**config.mk**
```make
export PLATFORM = sky130hd
export DESIGN_NAME = mac_seeded_key_char_generator_core
export DESIGN_NICKNAME = d
export VERILOG_FILES = /design/src/ksg_pkg.sv /design/src/mac_seeded_key_char_generator_core.sv /design/src/ksg_step.sv
export SDC_FILE = /design/constraint.sdc
export NUM_CORES = 1
export LEC_CHECK = 0
export BUFFER_PORTS_ARGS = -buffer_cell sky130_fd_sc_hd__buf_2
export CAP_MARGIN = 25
export CORE_MARGIN = 2
export CORE_UTILIZATION = 23
export CTS_BUF_LIST = sky130_fd_sc_hd__clkbuf_8
export DETAILED_ROUTE_END_ITERATION = 10
export PLACE_DENSITY = 0.44
export SYNTH_ARGS = -nofsm -noshare
export SYNTH_HDL_FRONTEND = slang
export SYNTH_SLANG_ARGS = --single-unit
```
**constraint.sdc**
```tcl
create_clock -name clk -period 11.9 [get_ports clk]
set_clock_uncertainty 0.2 [all_clocks]
set_input_delay 1.19 -clock clk [delete_from_list [all_inputs] [get_ports clk]]
set_output_delay 1.19 -clock clk [all_outputs]
set_load 0.05 [all_outputs]
```
**src/ksg_pkg.sv**
```systemverilog
`timescale 1ns / 1ps
// ----------------------------------------------------------------------------
// ksg_pkg
// Shared constants, character tables and types for the seeded key character
// generator.
// ----------------------------------------------------------------------------
package ksg_pkg;

  localparam int KEY_LENGTH_DEF = 12;

  localparam int SEED_W = 32;
  localparam int FUNC_W = 2;
  localparam int CHAR_W = 7;
  localparam int IDX_W  = 4;
  localparam int OFF_W  = 6;
  localparam int CSET_LEN = 36;

  localparam logic [SEED_W-1:0] STEP_EVEN_XOR = 32'h0004_321a;
  localparam logic [SEED_W-1:0] STEP_ODD_XOR  = 32'h9812_4557;
  localparam logic [SEED_W-1:0] STEP_ODD_SET  = 32'h8000_0000;

  // Charset family codes
  localparam logic [FUNC_W-1:0] FAM_0    = 2'd0;
  localparam logic [FUNC_W-1:0] FAM_1    = 2'd1;
  localparam logic [FUNC_W-1:0] FAM_2    = 2'd2;
  localparam logic [FUNC_W-1:0] FAM_NONE = 2'd3;

  localparam int TBL_W = CSET_LEN * 8;

  // Only the first 36 characters of each table are reachable.
  localparam logic [TBL_W-1:0] PRI_0 = "0123456789ABCDEFGHIJKLMNOPQRSTUVWXYZ";
  localparam logic [TBL_W-1:0] SEC_0 = "W0X1CDYNJU8VOZA0BKL46PQ7RS9T2E5HI3MF";
  localparam logic [TBL_W-1:0] PRI_1 = "23456789ABCDEFGHJKLMNPQRSTUVWXYZ38BZ";
  localparam logic [TBL_W-1:0] SEC_1 = "WXCDYNJU8VZABKL46PQ7RS9T2E5H3MFGPWR2";
  localparam logic [TBL_W-1:0] PRI_2 = "JKLMNPQRST23456789ABCDEFGHUVWXYZ38BK";
  localparam logic [TBL_W-1:0] SEC_2 = "E5MFJUWXCDKL46PQHAB3YNJ8VZ7RS9TR2GPW";

  // Result of one shift step
  typedef struct packed {
    logic [SEED_W-1:0] seed;
    logic [OFF_W-1:0]  off;
    logic [CHAR_W-1:0] ch;
  } step_res_t;

  // Look up one character; sec selects the secondary table of the family.
  function automatic logic [CHAR_W-1:0] cset_char(input logic [FUNC_W-1:0] fam,
                                                  input logic              sec,
                                                  input logic [OFF_W-1:0]  idx);
    logic [TBL_W-1:0] tbl;
    int               pos;
    case (fam)
      FAM_1:   tbl = sec ? SEC_1 : PRI_1;
      FAM_2:   tbl = sec ? SEC_2 : PRI_2;
      default: tbl = sec ? SEC_0 : PRI_0;
    endcase
    pos = (CSET_LEN - 1 - int'(idx)) * 8;
    return tbl[pos +: CHAR_W];
  endfunction

endpackage

```
**src/mac_seeded_key_char_generator_core.sv**
```systemverilog
`timescale 1ns / 1ps
// ----------------------------------------------------------------------------
// mac_seeded_key_char_generator_core
// Turns a 32-bit MAC-derived seed and a charset family into a key of
// KEY_LENGTH characters, one character per output request.
// ----------------------------------------------------------------------------
// Order: a taken request is first loaded into the working registers, then
//   its first character is registered at the output; the key then streams out
//   at one character per cycle while the output is not stalled. Rate is set by
//   the single shift-step unit producing one character a cycle. The next
//   request is taken in the cycle the last character is produced.
// Requests with the unused family code are taken and dropped.
// Reset: synchronous, active high; clears the busy flag and output valid.
// ----------------------------------------------------------------------------
module mac_seeded_key_char_generator_core #(
  parameter int KEY_LENGTH = ksg_pkg::KEY_LENGTH_DEF
) (
  input  logic                       clk,
  input  logic                       rst,
  // input requests
  input  logic                       in_valid,
  output logic                       in_stall,
  input  logic [ksg_pkg::SEED_W-1:0] mac_low,
  input  logic [ksg_pkg::FUNC_W-1:0] func,
  // output characters
  output logic                       out_valid,
  input  logic                       out_stall,
  output logic [ksg_pkg::CHAR_W-1:0] key_char,
  output logic [ksg_pkg::IDX_W-1:0]  char_index,
  output logic                       last_char
);

  localparam int POS_W = $clog2(KEY_LENGTH);
  localparam logic [POS_W-1:0] LAST_POS = POS_W'(KEY_LENGTH - 1);

  // working registers of the key in progress
  logic                       active;
  logic [ksg_pkg::SEED_W-1:0] seed;
  logic [ksg_pkg::FUNC_W-1:0] fam;
  logic [ksg_pkg::OFF_W-1:0]  prev;
  logic [POS_W-1:0]           pos;

  logic                       advance;
  logic                       last_step;
  logic                       in_take;
  ksg_pkg::step_res_t         res;

  ksg_step #(
    .KEY_LENGTH(KEY_LENGTH)
  ) u_step (
    .seed(seed),
    .fam (fam),
    .prev(prev),
    .pos (pos),
    .res (res)
  );

  // Advance one step whenever the output register is free or being drained.
  assign advance   = active && (!out_valid || !out_stall);
  assign last_step = (pos == LAST_POS);
  // Take a new request when idle, or as the last character goes out.
  assign in_stall  = active && !(advance && last_step);
  assign in_take   = in_valid && !in_stall;

  // control state
  always_ff @(posedge clk) begin
    if (rst) begin
      active    <= 1'b0;
      out_valid <= 1'b0;
      pos       <= '0;
    end else begin
      if (advance) begin
        out_valid <= 1'b1;
      end else if (out_valid && !out_stall) begin
        out_valid <= 1'b0;
      end
      // a new request overrides the finishing key; drop the unused family
      if (in_take) begin
        active <= (func != ksg_pkg::FAM_NONE);
        pos    <= '0;
      end else if (advance) begin
        pos <= pos + POS_W'(1);
        if (last_step) begin
          active <= 1'b0;
        end
      end
    end
  end

  // payload: seed chain and output character
  always_ff @(posedge clk) begin
    if (advance) begin
      prev       <= res.off;
      key_char   <= res.ch;
      char_index <= ksg_pkg::IDX_W'(pos);
      last_char  <= last_step;
    end
    if (in_take) begin
      seed <= mac_low;
      fam  <= func;
    end else if (advance) begin
      seed <= res.seed;
    end
  end

endmodule

```
**src/ksg_step.sv**
```systemverilog
`timescale 1ns / 1ps
// ----------------------------------------------------------------------------
// ksg_step
// One shift step of the seed, its offset modulo 36 and the key character.
// ----------------------------------------------------------------------------
module ksg_step #(
  parameter int KEY_LENGTH = ksg_pkg::KEY_LENGTH_DEF,
  localparam int POS_W = $clog2(KEY_LENGTH)
) (
  input  logic [ksg_pkg::SEED_W-1:0] seed,
  input  logic [ksg_pkg::FUNC_W-1:0] fam,
  input  logic [ksg_pkg::OFF_W-1:0]  prev,
  input  logic [POS_W-1:0]           pos,
  output ksg_pkg::step_res_t         res
);

  logic [ksg_pkg::SEED_W-1:0] nxt;
  logic [8:0]                 fold1;
  logic [6:0]                 fold2;
  logic [3:0]                 mod9;
  logic [ksg_pkg::OFF_W-1:0]  off;
  logic [6:0]                 alt_sum;
  logic [ksg_pkg::OFF_W-1:0]  alt;

  always_comb begin
    if (seed[0] == 1'b0) begin
      nxt = (seed ^ ksg_pkg::STEP_EVEN_XOR) >> 1;
    end else begin
      nxt = ((seed ^ ksg_pkg::STEP_ODD_XOR) >> 1) | ksg_pkg::STEP_ODD_SET;
    end
  end

  // value mod 36 = ((value >> 2) mod 9) * 4 + low two bits;
  // 64 is 1 mod 9, so fold six-bit digits of the upper 30 bits.
  // Compare the folded sum against every multiple of 9 side by side and
  // take the largest one that fits.
  always_comb begin
    logic [6:0] r;
    fold1 = 9'(nxt[7:2]) + 9'(nxt[13:8]) + 9'(nxt[19:14])
          + 9'(nxt[25:20]) + 9'(nxt[31:26]);
    fold2 = 7'(fold1[8:6]) + 7'(fold1[5:0]);
    r = fold2;
    for (int k = 1; k <= 7; k++) begin
      if (fold2 >= 7'(9 * k)) begin
        r = fold2 - 7'(9 * k);
      end
    end
    mod9 = r[3:0];
  end

  assign off = {mod9, nxt[1:0]};

  // Secondary index: (previous offset + position - 1) mod 36
  always_comb begin
    alt_sum = 7'(prev) + 7'(pos) - 7'd1;
    if (alt_sum >= 7'(ksg_pkg::CSET_LEN)) begin
      alt = 6'(alt_sum - 7'(ksg_pkg::CSET_LEN));
    end else begin
      alt = alt_sum[5:0];
    end
  end

  always_comb begin
    res.seed = nxt;
    res.off  = off;
    if (pos == '0 || off != prev) begin
      res.ch = ksg_pkg::cset_char(fam, 1'b0, off);
    end else begin
      res.ch = ksg_pkg::cset_char(fam, 1'b1, alt);
    end
  end

endmodule

```
# Word-level counts from Yosys, hierarchy flattened
# Index checks and enable logic that the tools add are counted.
[op_classes]
reduce_logical = 17
add_sub_neg = 18
bitwise = 2
magnitude_cmp = 8
eq_ne = 5
shift = 2
muxes = 21
[op_table]
columns = ["cell", "n"]
rows = [
  ["$mux 288", 2],
  ["$shiftx 288x32->7", 2],
  ["$pmux 287 s2", 1],
  ["$pmux 285 s2", 1],
  ["$mux 32", 3],
  ["$ge 7x6->1 const B", 5],
  ["$mux 4", 7],
  ["$add 9x6->9", 3],
  ["$sub 4x4->4 const B", 4],
  ["$ge 7x5->1 const B", 2],
  ["$sub 6x6->7 const A", 2],
  ["$not 13->13", 1],
  ["$sub 4x3->4 const B", 2],
  ["$add 3x6->7", 1],
  ["$add 6x4->7", 1],
  ["$add 6x6->7", 1],
  ["$ge 7x4->1 const B", 1],
  ["$mux 7", 1],
  ["$not 7->7", 1],
  ["$sub 7x1->7 const B", 1],
  ["$mux 6", 1],
  ["$ne 6x6->1", 1],
  ["$reduce_bool 2->1", 3],
  ["$sub 6x6->6 const B", 1],
  ["other kinds (13)", 25],
]
[totals]
word_cells = 82
ff_bits = 58
input_bits = 38

# Logic depth before layout (Yosys ltp)
[depth]
word_depth = 20
mapped_depth = 43

# Modules after synthesis
# Synthesis repeated with hierarchy kept, for this count alone.
[hier_totals]
cells_unflattened = 902
area_unflattened_um2 = 7698.6
[modules_own_cells]
columns = ["mod", "area_each_um2", "seq_area_each_um2", "n_inst", "cells_each"]
rows = [
  ["ksg_step", 5282.6, 0.0, 1, 778],
  ["mac_seeded_key_char_generator_core", 2416.1, 1681.6, 1, 124],
]

# Worst setup path after synthesis
# Ideal clock, no wire load.
[synth_timing]
kind = "reg-to-reg"
start = "register seed[0] in the netlist's numbering"
end = "register key_char[2] in the netlist's numbering (data pin)"
period_less_slack_ps = 9928
path_stages_with_launch = 41
t_required_ps = 11443
setup_slack_ps = 1972
setup_time_ps = 257
arrival_ps = 9471
path_cell_list = "edfxtp_1 -> clkbuf_1 -> clkbuf_1 -> xnor2_1 -> inv_1 -> ha_1 -> a21o_1 -> a21oi_1 -> xnor2_1 -> fa_1 -> inv_1 -> fa_1 -> inv_1 -> ha_1 -> or2_1 -> and3_1 -> buf_6 -> o21a_1 -> [5 not listed] -> xnor2_1 -> inv_1 -> ha_1 -> a21boi_0 -> or3_1 -> and4bb_2 -> o21a_1 -> o21ai_1 -> nand2_2 -> buf_1 -> ha_1 -> a21o_1 -> o211ai_1 -> clkbuf_1 -> mux2i_1 -> a32oi_1 -> o311ai_0 -> a32o_1"
[synth_rtl]
columns = ["element", "line", "source"]
rows = [
  ["from (decl)", "mac_seeded_key_char_generator_core.sv:38", "logic [ksg_pkg::SEED_W-1:0] seed;"],
  ["from (signal assigned)", "mac_seeded_key_char_generator_core.sv:99", "seed <= mac_low;"],
  ["from (signal assigned)", "mac_seeded_key_char_generator_core.sv:102", "seed <= res.seed;"],
  ["to (signal assigned)", "mac_seeded_key_char_generator_core.sv:94", "key_char <= res.ch;"],
  ["to (decl)", "mac_seeded_key_char_generator_core.sv:28", "output logic [ksg_pkg::CHAR_W-1:0] key_char,"],
]

==> results.cfg <==
[timing]
timing.setup.tns_ns = 0
rsz0062_at_grt = false
hold_ws_ns = 0.2804
setup_viol = 0
finalCriticalPeriod_ns = 10.52
max_freq_mhz = 95.06
drv_slew = 0
fin_crit_sh = 0.8840
worst_pin_slew_ns = 1.090
final_hold_viol_count = 0
max_slew_margin = 0.2732

[worst_setup_path]
r2r-end = key_char[2]$_DFFE_PP_
crit_fanout = 18
critPathKind = flip-flop to flip-flop
crit_path_end_kind = flip-flop
max_stage_delay_ns = 0.73
slowest_stage = edfxtp_1
r2r_cells = 38
critPathRequiredTime_ns = 11.81
rr_startpoint = seed[0]$_DFFE_PP_
worstPathArrival_ns = 10.43
r2r_setup_slack_ns = 1.38
cp_common_cell = inv_1
cp-start-kind = flip-flop

[yosys]
ys_ff_latch = 58
post_synth_main_area_contributors = edfxtp_1 21%, ha_1 8.1%, nand2_1 5.5%
ys.flop_type = edfxtp_1
async_flop_share = 0
syn_area_um2 = 7436
synth_top_area_share = 0.2100
yosysWarnings = 0
syn_nets = 1029
synth_edf_count = 52
netlist_instances = 928
ys_seq_area_frac = 0.2261
post-synth-top-area-cell = edfxtp_1
synth_cell_types = 98
synth.avg_cell_area_um2 = 8.013

[cts]
cts_setup_buffers = 0
clk_latency_ns = 0.35
root_buffer = clkbuf_8
clock_sinks = 58
htree_levels = 3
postCtsHoldBufs = 0
clk_pin_slew_worst_paths_ns = 0.07
clockBufferDepth = 2
cts_made_buffers = 9
cts_resized = 0
tritoncts = built

[min_path]
hp-class = flip-flop to flip-flop
hold_depth = 0
worstHoldEndpoint = char_index[3]$_DFFE_PP_
min_from = pos[3]$_SDFFE_PP0P_

[die]
io_pins = 52
core_area_um2 = 31720
die_x_um = 183.8
row_count = 65
start_util = 0.2344
dieHeight_um = 183.8
die_area_um2 = 33780

[flow_run]
drv_cap = 0

[detailed_routing]
wl_per_cell_um = 16.95
dr_total_vias = 7108
drtAntennaViolNets = 0
wl_um = 23000
drc = 0
routed_via_density = 5.238
initialDrtViolationCount = 631
first_pass_iters = 5

[finish]
fin_nets = 1051
area_growth_pct = 11.34
final_cell_mix = 108 x nand2_1, 78 x nor2_1, 76 x inv_1, 73 x a21oi_1, 52 x edfxtp_1
final_core_util = 0.2610
final_common_cell = nand2_1
diodes = 0
stdcell_count = 1357
drive_gt1_frac = 0.1340

[global_routing]
grt_pass1_wl_um = 37390
overflow = 0
antenna_found_initial = 0
grt_pass1_vias = 6737
grt_usage = 0.1372
grt_max_degree = 58

[place]
place.gp.congestion = 0.8509
dpl.hpwl_um = 16920
port_buffers = 51
dp.cells = 1341

[outcome]
status = finished clean
[through the flow]
stage | cell area, um2 | worst slack (ns)
after detailed placement | 8094 | 1.399
after CTS | 8279 | 1.387
after floorplan | 7436 | 1.972
final | 8279 | 1.381
after global routing | 8279 | 0.6378
after global placement | 8094 | 1.516
[state kept, by name, indices dropped and copies added (netlist names)]
name and cells:
active 1, char_index 4, fam 2, key_char 7
last_char 1, out_valid 1, pos 4, prev 6
seed 32
[critical path, delay by kind of cell, from the launching register on]
kind / cells / cell delay, ns
AO/OA/AOI/OAI: 14 / 3.45
XOR/XNOR: 4 / 0.91
adder cells (fa/ha/maj): 8 / 2.91
buffers and inverters: 7 / 0.69
flip-flops: 1 / 0.73
AND/OR/NAND/NOR: 5 / 1.36
[synth_stat cells (all sizes together), types with 13 or more instances]
master and count:
a21oi 74, nor2b 13, nand2 109, nor3 28, and3 13, o31ai 13
nand3 23, fa 15, inv 77, o21ai 40, nor2 80, edfxtp 52
ha 48, a31oi 13, clkbuf 47, xnor2 38, mux2 13, a21o 13
[cell families (layout without fill, tap and decap cells)]
| kind of cell | after synthesis | in the layout | share of synthesized area |
|---|---|---|---|
| muxes | 27 | 27 | 0.04526 |
| DFF | 58 | 58 | 0.2261 |
| buffers and inverters | 137 | 164 | 0.07067 |
| AOI/OAI and AO/OA | 277 | 277 | 0.2652 |
| xor gates and xnor gates | 51 | 51 | 0.06579 |
| and+or+nand+nor | 314 | 314 | 0.2044 |
| adders and majority gates | 64 | 64 | 0.1225 |
[per-layer routing]
| layer | global-route usage | share of wire | wire (um) |
|---|---|---|---|
| met3 | 0.02159 | 0.055 | 1259 |
| met5 | 0 | 0 | 0 |
| met2 | 0.2195 | 0.46 | 10500 |
| met4 | 0.02944 | 0.015 | 339 |
| met1 | 0.1941 | 0.47 | 10900 |
[layout make-up]
class / instances / area, um2
sequential: 58 / 1682
timing repair buffer: 66 / 367.9
clock inverter: 7 / 61.31
multi-input combinational: 733 / 5234
inverter: 82 / 307.8
clock buffer: 9 / 123.9
fill: 3457 / 23440
tap: 402 / 503.0
[worst max path at each step]
stage,start,to,cells past startpoint
after floorplan,seed[0]$_DFFE_PP_,key_char[2]$_DFFE_PP_,40
after global placement,seed[0]$_DFFE_PP_,key_char[2]$_DFFE_PP_,38
after detailed placement,seed[0]$_DFFE_PP_,key_char[2]$_DFFE_PP_,38
after CTS,seed[0]$_DFFE_PP_,key_char[2]$_DFFE_PP_,38
after global routing,seed[0]$_DFFE_PP_,key_char[2]$_DFFE_PP_,38
final,seed[0]$_DFFE_PP_,key_char[2]$_DFFE_PP_,38
Power is not shown: default switching activity piles up to over one toggle a cycle in this logic, so the estimate is an artifact.
